### src/rtl/core/range_max_constraint_fill_unit_defines.svh
// assertion macros used by the asserting file of the fill unit
`ifndef RANGE_MAX_CONSTRAINT_FILL_UNIT_DEFINES_SVH
`define RANGE_MAX_CONSTRAINT_FILL_UNIT_DEFINES_SVH

// same-cycle implication, checked on clk, off during reset
`define RMCF_ASSERT_NOW(lbl, ante, cons, msg) \
	lbl: assert property (@(posedge clk) disable iff (!arst_n) (ante) |-> (cons)) \
		else $error(msg);

// next-cycle implication, checked on clk, off during reset
`define RMCF_ASSERT_NEXT(lbl, ante, cons, msg) \
	lbl: assert property (@(posedge clk) disable iff (!arst_n) (ante) |=> (cons)) \
		else $error(msg);

`endif

### src/rtl/core/rmcf_pkg.sv
package rmcf_pkg;

	localparam int CELLS_DEF = 1024;
	localparam int CFG_W     = 11;
	localparam int IDX_W     = 10;
	localparam int VAL_W     = 32;
	localparam int S_TDATA_W = 56;
	localparam int M_TDATA_W = 32;

	localparam logic [CFG_W-1:0] CFG_RESET = 11'd1024;
	localparam logic [VAL_W-1:0] UNCOVERED = 32'h7FFF_FFFF;

	localparam logic MODE_CONSTRAIN = 1'b0;
	localparam logic MODE_READ      = 1'b1;

	typedef enum logic [2:0] {
		ST_CLEAR,
		ST_IDLE,
		ST_SCAN,
		ST_READ,
		ST_RESP
	} rmcf_state_t;

	// controller to datapath
	typedef struct packed {
		logic load;
		logic clr_step;
		logic scan_step;
		logic read_issue;
		logic resp_load;
	} rmcf_cmd_t;

	// datapath to controller
	typedef struct packed {
		logic clr_last;
		logic scan_last;
		logic item_empty;
		logic out_free;
	} rmcf_sts_t;

endpackage

### src/rtl/core/rmcf_ctrl.sv
module rmcf_ctrl
	import rmcf_pkg::*;
(
	input  logic        clk,
	input  logic        arst_n,
	input  logic        in_valid,
	input  logic        in_mode,
	output logic        in_ready,
	input  rmcf_sts_t   sts,
	output rmcf_cmd_t   cmd
);

	rmcf_state_t state_q, state_d;

	always_ff @(posedge clk or negedge arst_n) begin
		if (!arst_n) begin
			state_q <= ST_CLEAR;
		end else begin
			state_q <= state_d;
		end
	end

	// next state
	always_comb begin
		state_d = state_q;
		unique case (state_q)
			ST_CLEAR: begin
				if (sts.clr_last) state_d = ST_IDLE;
			end
			ST_IDLE: begin
				if (in_valid) begin
					if (in_mode == MODE_READ) begin
						state_d = ST_READ;
					end else if (!sts.item_empty) begin
						state_d = ST_SCAN;
					end
				end
			end
			ST_SCAN: begin
				if (sts.scan_last) state_d = ST_IDLE;
			end
			ST_READ: begin
				state_d = ST_RESP;
			end
			ST_RESP: begin
				if (sts.out_free) state_d = ST_IDLE;
			end
			default: state_d = ST_CLEAR;
		endcase
	end

	// outputs
	always_comb begin
		cmd      = '0;
		in_ready = 1'b0;
		unique case (state_q)
			ST_CLEAR: cmd.clr_step = 1'b1;
			ST_IDLE: begin
				in_ready = 1'b1;
				cmd.load = in_valid;
			end
			ST_SCAN: cmd.scan_step = 1'b1;
			ST_READ: cmd.read_issue = 1'b1;
			ST_RESP: cmd.resp_load = sts.out_free;
			default: cmd = '0;
		endcase
	end

endmodule

### config.mk
export PLATFORM = sky130hd
export DESIGN_NAME = rmcf_ctrl
export DESIGN_NICKNAME = d
export VERILOG_FILES = /design/src/rtl/core/range_max_constraint_fill_unit_defines.svh /design/src/rtl/core/rmcf_pkg.sv /design/src/rtl/core/rmcf_ctrl.sv
export SDC_FILE = /design/constraint.sdc
export NUM_CORES = 1
export LEC_CHECK = 0
export ABC_CLOCK_PERIOD_IN_PS = 1400
export BUFFER_PORTS_ARGS = -buffer_cell sky130_fd_sc_hd__buf_2
export CORE_AREA = 2 2 39 41
export CTS_BUF_LIST = sky130_fd_sc_hd__clkbuf_16
export DETAILED_ROUTE_END_ITERATION = 8
export DIE_AREA = 0 0 41 43
export PLACE_DENSITY = 0.37
export SETUP_SLACK_MARGIN = 0.15
export SYNTH_ARGS = -nofsm -noshare
export SYNTH_HDL_FRONTEND = slang
export SYNTH_SLANG_ARGS = --single-unit
### constraint.sdc
create_clock -name clk -period 1.4 [get_ports clk]
set_clock_uncertainty 0.2 [all_clocks]
set_input_delay 0 -clock clk [delete_from_list [all_inputs] [get_ports clk]]
set_output_delay 0 -clock clk [all_outputs]
set_load 0.02 [all_outputs]
Word level (Yosys, flattened, before mapping)
Cells that the tools add are included.
{"block": "word_totals", "rom_bits": 0, "mem_bits_rw": 0, "out_inout_bits": 6, "ff_bits": 3, "word_cells": 25, "latchBits": 0, "memories": 0, "in_bits": 8}
{"block": "op_classes", "div_mod_pow": 0, "mul": 0, "reduce_logical": 2, "add_sub_neg": 0, "magnitude_cmp": 0, "shifts": 0, "n_eq_ne": 9, "muxes": 13, "bitwise_logic": 0}
{"op": "two-way mux 3 bit", "n": 6}
{"op": "one-hot mux 3 bit (5 select lines)", "n": 1}
{"op": "inequality test 2 bit (second input constant)", "n": 4}
{"op": "== test 3 x 2 -> 1 bit (second input constant)", "n": 2}
{"op": "two-way mux 1 bit", "n": 6}
{"op": "AND reduction 5 bit", "n": 1}
{"op": "== test 3 x 1 -> 1 bit (second input constant)", "n": 1}
{"op": "== test 3 bit (second input constant)", "n": 1}
{"op": "logical NOT 3 bit", "n": 1}
{"op": "inequality test 3 bit (second input constant)", "n": 1}

Depth between registers and ports, before layout
{"block": "depth", "depth_word": 4, "depth_mapped": 4, "depth_no_buf": 3}

Worst setup path before layout
Ideal clock, no wire load.
{"block": "synth_timing", "kind": "register to register", "from": "register state_q[2]", "to": "register state_q[0]", "synth_period_minus_slack_ps": 1578, "n_path_buf": 1, "arrival_time_ps": 1310, "stages_incl_launch_ff": 4, "path_slack_ps": -178, "setup_time_ps": 68, "t_required_ps": 1132, "path_cell_list": "dfrtp_1 buf_6 nor3b_1 a221o_1"}
{"block": "synth_between", "elab_chain_cells": 3, "word_cells_on_any_way": 12, "cone_classes": "9 x eq/ne; 1 x mux; 2 x reduce/logical"}
{"item": "start, declared", "line": "rmcf_ctrl.sv:13", "rtl": "rmcf_state_t state_q, state_d;"}
{"item": "start signal, assigned", "line": "rmcf_ctrl.sv:19", "rtl": "state_q <= state_d;"}
{"item": "== test 3 x 1 -> 1 bit, or another cell as far along", "line": "rmcf_ctrl.sv:26", "rtl": "unique case (state_q)"}
{"item": "inequality test 3 bit (no line) or inequality test 2 bit (tied branches)"}
{"item": "AND reduction 5 bit (no line)"}
Parallel ways exist; a longest one is shown, timed or not.
A chain may end at the register's enable or synchronous reset.

Worst setup path after layout
Ends and elaborated chain as after synthesis.

==> results.md <==
* Result of the run: finished with violations
* Failing checks: negative hold slack, negative setup slack
* Num CTS Buffers at 3
* Max Clk Rate at between 700 and 800 MHz
* Placeable Area at approximately 1400 µm²
* Seq/Total Area, Yosys at 33.7%
* RSZ-0062 raised after global routing: yes
* Share of cells above drive strength 1 at 61.2%
* Routed vias at approximately 270
* Worst path buffer plus inverter count at 1
* Clock insertion delay at the later pin of the skew report at 220 ps
* Maximum vdd ir drop at 1.09 mV
* Largest net degree at the start of global routing at 8
* Top cells by area, synth: sky130_fd_sc_hd__dfrtp_1 (34%), sky130_fd_sc_hd__mux2_4 (6.7%), sky130_fd_sc_hd__nor2_1 (6.7%)
* Setup crit start kind: flop
* Area of all placed cells without fillers at roughly 530 µm²
* H-tree Lvls at 1
* Worst Path Max Fanout at 2
* Most frequent cells in the layout: sky130_fd_sc_hd__buf_2 (8), sky130_fd_sc_hd__buf_6 (7), sky130_fd_sc_hd__dlygate4sd3_1 (6)
* CP top delay family: flip-flops
* Sequential cell area at ~76 µm²
* Final-report max-slew violation count at 0
* Category of the critical setup timing path: flop to flop
* Final Power at 1.30 mW
* Global-route wire length before repair at about 1000 µm
* Ant diodes at 0
* P_leak at 0.252 nW
* Fin worst setup slack at -17.7 ps
* XOR/XNOR share of the synthesized area at 0%
* Register with the most flip-flops: state_q
* # hold bufs at CTS at 6
* Number of DRC violations after detailed routing at 0
* Slowest cell on crit path: sky130_fd_sc_hd__dfrtp_1
* Area used by multi-input combinational logic at 149 µm²
* Hold Slack at -55.3 ps
* Sum of overflow across all layers after global routing at 0
* Row cnt at 14
* Clock Sinks at 3
* Power Dens Cells at 2470 nW/µm²
* Initial core utilization at between 15 and 20%
* Overall die height at 43 µm
* Mean cell area of the mapped netlist at roughly 9.7 µm²
* Post-place instance area at roughly 320 µm²
* Synthesized netlist net count at 31
* Number of nets at the end of the flow at between 50 and 60
* Max_slew headroom at 88.3%
* Most common cell after layout, fill and taps aside: sky130_fd_sc_hd__buf_2
* Worst stage delay on the critical path at 390 ps
* Per-cell via count in the routed design at 4.17
* Fraction of the mapped netlist area in compound gates at around 15%
* Floorplan die area at ~1800 µm²
* Synthesized netlist cell count at 23
* Path class of the lowest-slack min-delay path: input port to flop
* Fraction of synthesized area in multiplexers at under 10%
* Final non-filler cell total at 65
* Bufs on Longest Clock Path at 2
* Buffers on Ports at 13
* Number of fillers in the final layout at 150
* I/O pins at 14
* Distinct cell type count after synthesis at 18
* Worst slack at placement at between 50 and 60 ps
* CTS tree: yes
* DRT Wirelength at 673 µm
* Via count of the first global-routing pass at 269
* Instance count after placement with tap cells included at 53
* Routed wire length per instance at 10.4 µm
* Dpl hpwl at approximately 480 µm
* Post-synthesis sequential element count at 3
* Worst setup EP type: flop
* Die width at 41 µm
* Cell taking the most area after synthesis: sky130_fd_sc_hd__dfrtp_1
* Part of the cycle the worst path needs at 101%
* Root buffer selected by CTS: sky130_fd_sc_hd__clkbuf_16
* Cell area after synthesis at 223 µm²
* Antenna violations before repair at 0
* Crit path arrival time at 1320 ps
* Clock transition at the register clock pins on the worst setup and hold paths after CTS at around 30 ps
* Final Hold Vio Count at 1
* Final RePlAce weighted congestion at roughly 0.75
* Largest registers ranked by flip-flop count: state_q (3)
* Area growth, synth to finish at 136%
* Cell breakdown of the critical path: buf_6 > mux2_4 > a221o_1
* Number of flip-flops under the largest register name at 3
* Setup violation total in the final timing report at 3
* Antenna violation net count after detailed routing at 0
* Fraction of the mapped netlist area in adder cells at 0%
* Fraction of the mapped netlist area in simple logic gates at between 30 and 40%
* Ys Warns at 0
* Worst-Margin Slew at roughly 180 ps
* Top cell type's share of synthesized area at 33.7%
* Starting DRC count in detailed routing at 4
* Max-cap violations at 0
* Post-layout minimum cycle time at 1420 ps
* Worst Path Required at between 1000 and 1500 ps
* Detailed-routing iteration count for the pre-antenna-repair pass at 2
* Largest family of logic cells by synthesized area: simple AND/OR/NAND/NOR gates
* Total global-route track usage at 9.16%
cell type report:
class,count,share of cell area (%)
multi-input combinational,18,28.3
sequential,3,14.5
clock buffer,3,14.3
clock inverter,1,0.714
timing repair buffer,24,38.3
tap,16,3.81
synthesized netlist by cell type:
| cell type | number |
|---|---|
| sky130_fd_sc_hd__a21boi_1 | 1 |
| sky130_fd_sc_hd__mux2_4 | 1 |
| sky130_fd_sc_hd__buf_4 | 1 |
| sky130_fd_sc_hd__nand2b_1 | 1 |
| sky130_fd_sc_hd__nand2_1 | 1 |
| sky130_fd_sc_hd__nor2b_1 | 1 |
| sky130_fd_sc_hd__and3_2 | 1 |
| sky130_fd_sc_hd__nor3b_2 | 1 |
| sky130_fd_sc_hd__a221o_1 | 1 |
| sky130_fd_sc_hd__a32oi_1 | 1 |
| sky130_fd_sc_hd__nor2_1 | 4 |
| sky130_fd_sc_hd__o21bai_1 | 1 |
| sky130_fd_sc_hd__dfrtp_1 | 3 |
| sky130_fd_sc_hd__nor3b_1 | 1 |
| sky130_fd_sc_hd__and3b_2 | 1 |
| sky130_fd_sc_hd__nor3_1 | 1 |
| sky130_fd_sc_hd__and2_1 | 1 |
| sky130_fd_sc_hd__buf_6 | 1 |
metal layers:
layer / up-vias / global-route usage [%] / part of all wire, %
met4: 0 / 8.00 / 0
met1: 130 / 9.74 / 42
met2: 9 / 13.4 / 52
met5: - / 0 / 0
met3: 0 / 3.14 / 5.3
li1: 132 / - / -
cells by family (layout without fill, tap and decap cells):
group | count (synthesis) | in the layout
DFF | 3 | 3
muxes | 1 | 1
AOI/OAI and AO/OA | 4 | 4
and+or+nand+nor | 13 | 13
buffers and inverters | 2 | 28
where the power goes:
group / switching [mW] / total (mW) / internal (mW)
Combinational: 0.287 / 0.673 / 0.386
Clock: 0.0761 / 0.444 / 0.368
Sequential: 0.0503 / 0.179 / 0.129
Total: 0.413 / 1.30 / 0.883
what timing repair did:
| item | CTS | global route |
|---|---|---|
| gates cloned | 0 | 0 |
| setup buffers | 1 | 1 |
| setup endpoints to repair | 7 | 9 |
| pin swaps | 2 | 4 |
| gates resized for setup | 13 | 3 |
| hold endpoints to repair | 6 | 1 |
worst min-delay path, delay by kind of cell:
| family | cells | cell delay [ps] |
|---|---|---|
| multiplexers | 1 | 130 |
| buffers and inverters | 1 | 80 |
| AO/OA/AOI/OAI | 1 | 130 |
per-stage QoR:
| step | utilization (%) | TNS (ps) |
|---|---|---|
| 4_1_cts | 36.6 | -66.4 |
| 3_5_place_dp | 23.4 | 0 |
| 3_3_place_gp | 23.4 | 0 |
| 6_report | 38.0 | -38.0 |
| 5_1_grt | 38.0 | -255 |
| 2_1_floorplan | - | 0 |
final timing paths:
path	cells past startpoint	start	slack, ps	end
min in group asynchronous	3	arst_n	450	state_q[1]
max in group asynchronous	3	arst_n	390	state_q[1]
worst max-delay path	3	state_q[2]	-20	state_q[0]
worst max register to register	3	state_q[2]	-20	state_q[0]
worst min register to register	2	state_q[2]	360	state_q[1]
worst min-delay path	3	sts[3]	-60	state_q[0]
No activity file was read; power rests on OpenSTA's default activity.
